[config.mk]
export PLATFORM = sky130hd
export DESIGN_NAME = dnps_scan_unit
export DESIGN_NICKNAME = d
export VERILOG_FILES = /design/src/design/dnps_pkg.sv /design/src/design/dnps_scan_unit.sv
export SDC_FILE = /design/constraint.sdc
export NUM_CORES = 1
export LEC_CHECK = 0
export ABC_AREA = 0
export BUFFER_PORTS_ARGS = -buffer_cell sky130_fd_sc_hd__buf_2
export CORE_MARGIN = 2
export CORE_UTILIZATION = 30
export DETAILED_ROUTE_END_ITERATION = 16
export SETUP_SLACK_MARGIN = 0.15
export SYNTH_ARGS = -nofsm -noshare
export SYNTH_HDL_FRONTEND = slang
export SYNTH_SLANG_ARGS = --single-unit
export TNS_END_PERCENT = 50
[constraint.sdc]
create_clock -name clk -period 4.3 [get_ports clk]
set_input_delay 0.645 -clock clk [delete_from_list [all_inputs] [get_ports clk]]
set_output_delay 0.645 -clock clk [all_outputs]
set_load 0.02 [all_outputs]
[src/design/dnps_pkg.sv]
`default_nettype none

package dnps_pkg;

    // default table depth
    localparam int MAX_PANES_DEF = 64;

    // field widths
    localparam int COUNT_W  = 7;
    localparam int SLOT_W   = 6;
    localparam int ID_W     = 16;
    localparam int COORD_W  = 16;
    localparam int SIZE_W   = 15;
    localparam int CTR_W    = COORD_W + 1;
    localparam int DIFF_W   = CTR_W + 1;
    localparam int METRIC_W = DIFF_W + 1;

    typedef enum logic [1:0] {
        OP_WRITE = 2'd0,
        OP_FOCUS = 2'd1,
        OP_MOVE  = 2'd2,
        OP_CYCLE = 2'd3
    } op_t;

    typedef enum logic [1:0] {
        STAT_OK        = 2'd0,
        STAT_EMPTY     = 2'd1,
        STAT_NOT_FOUND = 2'd2,
        STAT_NO_CAND   = 2'd3
    } status_t;

    typedef enum logic [1:0] {
        DIR_LEFT  = 2'd0,
        DIR_RIGHT = 2'd1,
        DIR_UP    = 2'd2,
        DIR_DOWN  = 2'd3
    } dir_t;

    typedef enum logic [2:0] {
        S_IDLE,
        S_FIND,
        S_SCAN,
        S_PICK,
        S_PICK_WAIT,
        S_RESULT
    } state_t;

    // one table entry, centres worked out when the entry is written
    typedef struct packed {
        logic [ID_W-1:0]         id;
        logic signed [CTR_W-1:0] cx;
        logic signed [CTR_W-1:0] cy;
    } entry_t;

    typedef struct packed {
        logic signed [CTR_W-1:0] cx;
        logic signed [CTR_W-1:0] cy;
    } center_t;

    // control towards the scan unit
    typedef struct packed {
        logic start;
        logic vld;
        logic skip;
        logic last;
        dir_t dir;
    } scan_ctl_t;

    // outcome of a scan
    typedef struct packed {
        logic            done;
        logic            found;
        logic [ID_W-1:0] id;
    } scan_res_t;

    // left + width/2, halving by truncation
    function automatic logic signed [CTR_W-1:0] center(
        input logic signed [COORD_W-1:0] pos_v,
        input logic [SIZE_W-1:0]         size_v
    );
        return $signed({pos_v[COORD_W-1], pos_v})
             + $signed({{(CTR_W-SIZE_W+1){1'b0}}, size_v[SIZE_W-1:1]});
    endfunction

endpackage

`default_nettype wire

[src/design/dnps_scan_unit.sv]
`default_nettype none

module dnps_scan_unit
    import dnps_pkg::*;
(
    input  wire logic      clk,
    input  wire logic      rst_n,
    input  wire scan_ctl_t ctl,
    input  wire entry_t    ent,
    input  wire center_t   ctr,
    output scan_res_t      res
);

    // stage 1: differences
    logic                     s1_vld_reg;
    logic                     s1_skip_reg;
    logic                     s1_last_reg;
    logic [ID_W-1:0]          s1_id_reg;
    logic signed [DIFF_W-1:0] s1_prim_reg;
    logic signed [DIFF_W-1:0] s1_orth_p_reg;
    logic signed [DIFF_W-1:0] s1_orth_n_reg;
    logic signed [DIFF_W-1:0] s1_prim_next;
    logic signed [DIFF_W-1:0] s1_orth_p_next;
    logic signed [DIFF_W-1:0] s1_orth_n_next;

    // stage 2: metric
    logic                s2_vld_reg;
    logic                s2_ok_reg;
    logic                s2_last_reg;
    logic [ID_W-1:0]     s2_id_reg;
    logic [METRIC_W-1:0] s2_metric_reg;
    logic                s2_ok_next;
    logic [METRIC_W-1:0] s2_metric_next;
    logic [DIFF_W-1:0]   orth_abs;

    // best so far
    logic                best_vld_reg;
    logic [METRIC_W-1:0] low_metric_reg;
    logic [ID_W-1:0]     best_id_reg;
    logic                take;

    logic signed [DIFF_W-1:0] dx_p, dx_n, dy_p, dy_n;

    always_comb
    begin
        dx_p = $signed({ent.cx[CTR_W-1], ent.cx}) - $signed({ctr.cx[CTR_W-1], ctr.cx});
        dx_n = $signed({ctr.cx[CTR_W-1], ctr.cx}) - $signed({ent.cx[CTR_W-1], ent.cx});
        dy_p = $signed({ent.cy[CTR_W-1], ent.cy}) - $signed({ctr.cy[CTR_W-1], ctr.cy});
        dy_n = $signed({ctr.cy[CTR_W-1], ctr.cy}) - $signed({ent.cy[CTR_W-1], ent.cy});
        case (ctl.dir)
            DIR_LEFT:
            begin
                s1_prim_next = dx_n; s1_orth_p_next = dy_p; s1_orth_n_next = dy_n;
            end
            DIR_RIGHT:
            begin
                s1_prim_next = dx_p; s1_orth_p_next = dy_p; s1_orth_n_next = dy_n;
            end
            DIR_UP:
            begin
                s1_prim_next = dy_n; s1_orth_p_next = dx_p; s1_orth_n_next = dx_n;
            end
            default:
            begin
                s1_prim_next = dy_p; s1_orth_p_next = dx_p; s1_orth_n_next = dx_n;
            end
        endcase
    end

    always_comb
    begin
        orth_abs = s1_orth_p_reg[DIFF_W-1] ? s1_orth_n_reg : s1_orth_p_reg;
        // strictly on the requested side, current pane excluded
        s2_ok_next = !s1_skip_reg && !s1_prim_reg[DIFF_W-1] && (s1_prim_reg != '0);
        s2_metric_next = {1'b0, s1_prim_reg} + {orth_abs, 1'b0};
    end

    // strict less keeps the lowest index on a tie
    assign take = s2_vld_reg && s2_ok_reg
                  && (!best_vld_reg || (s2_metric_reg < low_metric_reg));

    always_comb
    begin
        res.done  = s2_vld_reg && s2_last_reg;
        res.found = best_vld_reg || take;
        res.id    = take ? s2_id_reg : best_id_reg;
    end

    always_ff @(posedge clk or negedge rst_n)
    begin
        if (!rst_n)
        begin
            s1_vld_reg   <= 1'b0;
            s2_vld_reg   <= 1'b0;
            best_vld_reg <= 1'b0;
        end
        else if (ctl.start)
        begin
            s1_vld_reg   <= 1'b0;
            s2_vld_reg   <= 1'b0;
            best_vld_reg <= 1'b0;
        end
        else
        begin
            s1_vld_reg <= ctl.vld;
            s2_vld_reg <= s1_vld_reg;
            if (take)
                best_vld_reg <= 1'b1;
        end
    end

    always_ff @(posedge clk)
    begin
        s1_skip_reg   <= ctl.skip;
        s1_last_reg   <= ctl.last;
        s1_id_reg     <= ent.id;
        s1_prim_reg   <= s1_prim_next;
        s1_orth_p_reg <= s1_orth_p_next;
        s1_orth_n_reg <= s1_orth_n_next;
        s2_ok_reg     <= s2_ok_next;
        s2_last_reg   <= s1_last_reg;
        s2_id_reg     <= s1_id_reg;
        s2_metric_reg <= s2_metric_next;
        if (take)
        begin
            low_metric_reg <= s2_metric_reg;
            best_id_reg    <= s2_id_reg;
        end
    end

endmodule

`default_nettype wire

* Word-level counts from Yosys, hierarchy flattened *
Index checks and enable logic that the tools add are counted.

word-level totals
  register bits after elaboration = 147
  bits of input ports = 92
  output and inout bits = 18
  logic and storage cells = 46

operators by class
  add/sub/neg operators = 5
  magnitude comparators = 1
  equality and inequality tests = 2
  mux-type cells = 9
  reductions and logical operators = 14

operators with widths
  kind                                                                   number
  17-bit by 17-bit subtractor with 18-bit output                         4
  18-bit two-way mux                                                     3
  18-bit case mux with 3 select lines                                    1
  18-bit by 19-bit adder with 19-bit output                              1
  19-bit less-than comparator                                            1
  18-bit nonzero test                                                    1
  16-bit two-way mux                                                     1
  1-bit logical AND                                                      5
  1-bit two-way mux                                                      4
  1-bit logical NOT                                                      3
  2-bit by 1-bit equality test with 1-bit output, second input constant  1
  2-bit equality test, second input constant                             1
  2-bit logical NOT                                                      1
  1-bit logical OR                                                       2
  2-bit nonzero test                                                     1
  2-bit OR reduction                                                     1

* Depth between registers and ports, before layout *
Gate-level depths: netlist of the first run.

  word-level depth = 5
  depth in mapped cells = 11

* Least setup slack after synthesis of the first run *
No wires, ideal clock.

  path kind = flip-flop to output port
  start = register low_metric_reg[8]
  end = output port res[10] (netlist bit)
  arrival = 2.283 ns
  data required time = 3.655 ns
  slack = 1.372 ns
  stages on the path, launching flop included = 11
  cell sequence = edfxtp_1 inv_1 ha_1 a21o_1 a21o_1 a2111oi_0 o211ai_1 nand2_1 o41ai_4 buf_2 mux2_1

RTL lines
  element                   line                   text
  start: declaration        dnps_scan_unit.sv:38   logic [METRIC_W-1:0] low_metric_reg;
  start signal: assignment  dnps_scan_unit.sv:126  low_metric_reg <= s2_metric_reg;
  end: declaration          dnps_scan_unit.sv:11   output scan_res_t res

==> reports/metrics.yaml, run 1 <==
worst_setup_path:
  critPathMaxFanout: 17
  critical_path_class: "reg -> out"
  end_kind: "output port"
  worstPathArrival_ns: 3.07
  required_ns: 3.65
  startpoint_type: "flop"
timing:
  relSlewSlack: 0.271
  maxSlewViolCount: 0
  setup_viol: 0
  hold_viol: 0
  tightest_slew_ns: 1.09
  min_period_over_period: 0.863
  grt_setup_unrepaired: "no"
  setup-tns-final_ns: 0
  fmax_mhz: 270
  finalWorstPathRequiredPeriod_ns: 3.71
  finalWorstSetupSlack_ns: 0.590
  fin_skew_ns: 0.0146
clock_tree:
  post_cts.repair.setup_buffers: 0
  clk_latency_ns: 0.42
  clk_pin_slew_ns: 0.06
  cts.sinks: 146
  cts_buffers: 17
  cts_root_buffer: "clkbuf_16"
  h-tree-depth: 4
  clock_path_buffers: 2
  tritoncts: "built"
floorplan:
  fp.dieH_um: 184
  rows: 65
  die_x_um: 184
  io_pins: 110
  dieArea_um2: 33700
  core_area_um2: 31600
  initial_core_util: 0.306
yosys:
  ys_types: 79
  ys_seq_area_frac: 0.323
  synth_warnings: 0
  synth_seq_cells: 146
  synthCells: 1073
  synthFlopType: "dfxtp_1"
  async_reset_ff_frac: 0.0205
  netlist_area_um2: 9670
  synth_edf_count: 19
  synth_fp_nets: 1273
  syn_avg_cell_area_um2: 9.01
global_routing:
  grt_max_degree: 69
  track_usage: 0.137
  antenna_found_initial: 0
  grt_pass1_wl_um: 36800
  grt_pass1_vias: 7348
  grt_overflow: 0
routing:
  drt-pass1-iter-count: 5
  wl_per_cell_um: 14.6
  finalWirelength_um: 22900
  vias_per_cell: 4.93
  drtAntennaViolNets: 0
  via_count: 7759
  drt_iter0_drc: 466
  drc: 0
cells_and_area:
  antenna_cells: 0
  fin_area_um2: 11200
  nNetsFinal: 1360
  area_delta_synth_final_pct: 15.3
  drive_gt1_frac: 0.176
  final_util: 0.353
pwr:
  leakage_nw: 5.17
  power.total_mw: 5.11
  power_density_nw_per_um2: 458
  ir_drop_mv: 0.205
placement:
  dpl.hpwl_um: 18200
  pre_cts_slack_ns: 0.879
  port_buffers: 109
  routabilityCongestion: 0.924
  placed_area_um2: 10500
run_status:
  outcome: "complete, no violations"
hold_path:
  hold_class: "in -> reg"
flow_run:
  drv_cap: 0
-- power breakdown --
part	leakage (nW)	switching, mW	internal (mW)
Sequential	1.26	0.115	1.69
Combinational	3.62	1.03	0.810
Clock	0.292	0.651	0.815
Total	5.17	1.80	3.32
-- cells in the final DEF, fill, tap and decap left out, drive strengths merged, types with 11 or more instances in the layout --
master,netlist,layout
clkbuf,22,18
dfxtp,124,124
o21ai,66,66
xnor2,47,47
buf,25,114
nand2,50,50
a21o,32,32
nand3,19,19
edfxtp,19,19
mux2,41,41
nor3,19,19
xor2,35,35
a211oi,15,15
nor2b,15,15
nor2,70,70
ha,103,103
nand2b,11,11
o21a,11,11
mux2i,21,21
inv,109,119
a21oi,85,85
o211ai,13,13
-- synthesized netlist by cell type, drive strengths merged (19+ instances only) --
master,count,area share
a21o,32,0.025
a21oi,85,0.044
buf,25,0.014
clkbuf,22,0.0085
dfxtp,124,0.26
edfxtp,19,0.059
ha,103,0.13
inv,109,0.042
mux2,41,0.048
mux2i,21,0.023
nand2,50,0.019
nand3,19,0.010
nor2,70,0.027
nor3,19,0.0098
o21ai,66,0.035
xnor2,47,0.043
xor2,35,0.032
-- routing by layer --
| layer | routed length (µm) | global-route usage |
|---|---|---|
| met1 | 10600 | 0.176 |
| met2 | 10800 | 0.233 |
| met3 | 1230 | 0.0226 |
| met4 | 348 | 0.0432 |
| met5 | 0 | 0 |
-- final timing paths --
path,depth (start not counted),start,slack (ns),to
hold reg to reg,0,s1_id_reg[5]$_DFF_P_,0.33,s2_id_reg[5]$_DFF_P_
min in group asynchronous,2,rst_n,0.55,s1_vld_reg$_DFF_PN0_
setup reg to reg,9,low_metric_reg[8]$_DFFE_PP_,1.15,low_metric_reg[9]$_DFFE_PP_
setup / recovery,10,low_metric_reg[8]$_DFFE_PP_,0.59,res[4]
max in group asynchronous,2,rst_n,3.65,s2_vld_reg$_DFF_PN0_
hold / removal,1,ctl[2],0.32,s1_last_reg$_DFF_P_
-- per-stage QoR --
step           std cells  hold slack, ns
2_1_floorplan       1073           0.310
6_report            1575           0.324
3_5_place_dp        1542           0.313
4_1_cts             1575           0.300
3_3_place_gp        1542           0.310
5_1_grt             1575           0.297
-- critical path, stage by stage, from the launching register on --
cell,delay (ns)
edfxtp_1,0.32
inv_1,0.04
ha_1,0.28
a21o_1,0.11
a21o_1,0.13
a2111oi_0,0.10
o211ai_1,0.09
nand2_1,0.10
o41ai_4,0.87
mux2_2,0.43
buf_2,0.16
-- final cells by class --
class | instances | area, µm²
Fill cell | 3270 | 20500
Multi-Input combinational cell | 771 | 5920
Sequential cell | 146 | 3130
Timing Repair Buffer | 115 | 593
Tap cell | 402 | 503
Clock buffer | 18 | 450
Inverter | 109 | 409
Clock inverter | 14 | 153
-- cell families (layout without fill, tap and decap cells) --
kind of cell | count (synthesis) | after routing | synth area share
buffers and inverters | 156 | 256 | 0.0647
AOI/OAI and AO/OA | 281 | 281 | 0.195
and+or+nand+nor | 234 | 234 | 0.119
DFF | 146 | 146 | 0.323
adders and majority gates | 108 | 108 | 0.144
muxes | 66 | 66 | 0.0801
xor gates and xnor gates | 82 | 82 | 0.0743
-- what timing repair did --
action	in CTS	in global routing
hold buffers	1	0
setup endpoints to repair	0	0
gates resized for setup	0	0
endpoints found under the hold margin	3	0
Power figures use the tool's default switching activity.
==> inputs of run 2 (changes only) <==
BUFFER_PORTS_ARGS = -buffer_cell sky130_fd_sc_hd__buf_4   (was -buffer_cell sky130_fd_sc_hd__buf_2)
CTS_CLUSTER_DIAMETER = 100   (was default)
==> reports/metrics.yaml, run 2 (synthesis gave the netlist of run 1 again) <==
run_status:
  outcome: "complete, no violations"
placement:
  pre_cts_slack_ns: 0.902
  dpl.hpwl_um: 18400
  port_buffers: 109
  routabilityCongestion: 0.913
global_routing:
  grt_overflow: 0
  track_usage: 0.139
  grt_pass1_vias: 7353
  grt_pass1_wl_um: 37300
  grt_max_degree: 55
  antenna_found_initial: 0
routing:
  via_count: 7703
  drt_iter0_drc: 413
  finalWirelength_um: 23200
  wl_per_cell_um: 14.7
  drtAntennaViolNets: 0
  drc: 0
  drt-pass1-iter-count: 5
  vias_per_cell: 4.89
clock_tree:
  cts_buffers: 17
  clk_latency_ns: 0.42
  cts_root_buffer: "clkbuf_16"
  clock_path_buffers: 2
  cts.sinks: 146
  tritoncts: "built"
  post_cts.repair.setup_buffers: 0
  clk_pin_slew_ns: 0.07
  h-tree-depth: 4
timing:
  fin_skew_ns: 0.0125
  grt_setup_unrepaired: "no"
  finalWorstPathRequiredPeriod_ns: 3.77
  maxSlewViolCount: 0
  tightest_slew_ns: 1.14
  min_period_over_period: 0.877
  setup_viol: 0
  hold_viol: 0
  setup-tns-final_ns: 0
  finalWorstSetupSlack_ns: 0.530
  relSlewSlack: 0.238
  fmax_mhz: 265
cells_and_area:
  drive_gt1_frac: 0.176
  nNetsFinal: 1359
  layout_commonest_cell: "dfxtp_1"
  antenna_cells: 0
  layout_common_cells: "dfxtp_1, buf_4, inv_1"
  area_delta_synth_final_pct: 18.1
  final_util: 0.361
worst_setup_path:
  r2r_start: "low_metric_reg[8]$_DFFE_PP_"
  critPathMaxFanout: 17
  critical_path_class: "reg -> out"
  critical_path.max_stage_delay_ns: 0.91
  required_ns: 3.65
  r2r-end: "low_metric_reg[6]$_DFFE_PP_"
  end_kind: "output port"
  startpoint_type: "flop"
  worstPathArrival_ns: 3.13
  cp_cell_sequence: "inv_1, ha_1, a21o_1, a21o_1, a2111oi_0, o211ai_1, nand2_1, o41ai_4, mux2_2, buf_4"
  reg2reg_depth: 9
  r2r_slack_ns: 1.08
  crit_path_frequent_cell: "a21o_1"
  slowest_stage: "o41ai_4"
floorplan:
  dieArea_um2: 33700
  die_x_um: 184
  fp.dieH_um: 184
  rows: 65
  initial_core_util: 0.306
  io_pins: 110
  core_area_um2: 31600
pwr:
  power_frac_comb: 0.367
  power_frac_seq: 0.351
  swShare: 0.353
  p_switching_mw: 1.82
  power_density_nw_per_um2: 452
  p_int_mw: 3.34
  leakage_nw: 5.26
  clockPowerShare: 0.283
  ir_drop_mv: 0.233
hold_path:
  whs_path_depth: 0
  hold_start: "s1_id_reg[4]$_DFF_P_"
  whs_endpoint: "s2_id_reg[4]$_DFF_P_"
  hold_class: "reg -> reg"
flow_run:
  drv_cap: 0
[run 2: cell type report]
| cell class | count | area (µm²) |
|---|---|---|
| clock buffer | 17 | 425 |
| clock inverter | 15 | 176 |
| fill | 3208 | 20200 |
| inverter | 109 | 409 |
| multi-input combinational | 771 | 5920 |
| sequential | 146 | 3130 |
| tap | 402 | 503 |
| timing repair buffer | 114 | 858 |
[run 2: power by group through the flow]
stage                     clock (mW)  sequential, mW  combinational (mW)
final                           1.46            1.81                1.89
after detailed placement           0            1.84                1.87
after global placement             0            1.83                1.84
after floorplan                    0            1.79                1.41
after CTS                       1.51            1.81                1.89
after global routing            1.58            1.84                2.11
[run 2: how the worst max path moves through the flow]
stage	startpoint	to	slack, ns	depth (start not counted)
global route	low_metric_reg[8]$_DFFE_PP_	res[2]	0.28	10
floorplan	low_metric_reg[8]$_DFFE_PP_	res[10]	1.37	10
finish	low_metric_reg[8]$_DFFE_PP_	res[3]	0.53	10
CTS	low_metric_reg[8]$_DFFE_PP_	res[3]	0.44	10
global placement	low_metric_reg[8]$_DFFE_PP_	res[3]	1.00	10
detailed placement	low_metric_reg[8]$_DFFE_PP_	res[3]	0.90	10
[run 2: stage by stage]
step           area [µm²]  instances  power (mW)  hold slack, ns
4_1_cts             11400       1574        5.22           0.298
6_report            11400       1574        5.16           0.321
2_1_floorplan        9670       1073        3.20           0.310
3_5_place_dp        10800       1541        3.72           0.312
3_3_place_gp        10800       1541        3.67           0.310
5_1_grt             11400       1574        5.53           0.295
[run 2: per-layer routing]
layer | track usage | wire length [µm]
met3 | 0.0218 | 981
met4 | 0.0477 | 369
met2 | 0.233 | 10900
met1 | 0.181 | 10900
met5 | 0 | 0
[run 2: critical path, delay by kind of cell (launching register included)]
kind,cells,cell delay [ns]
flip-flops,1,0.32
AO/OA/AOI/OAI,5,1.34
AND/OR/NAND/NOR,1,0.12
buffers and inverters,2,0.20
adder cells (fa/ha/maj),1,0.28
multiplexers,1,0.44
[run 2: repair_timing]
| item | CTS | global route |
|---|---|---|
| gates resized for setup | 0 | 0 |
| endpoints found under the hold margin | 3 | 0 |
| hold buffers | 1 | 0 |
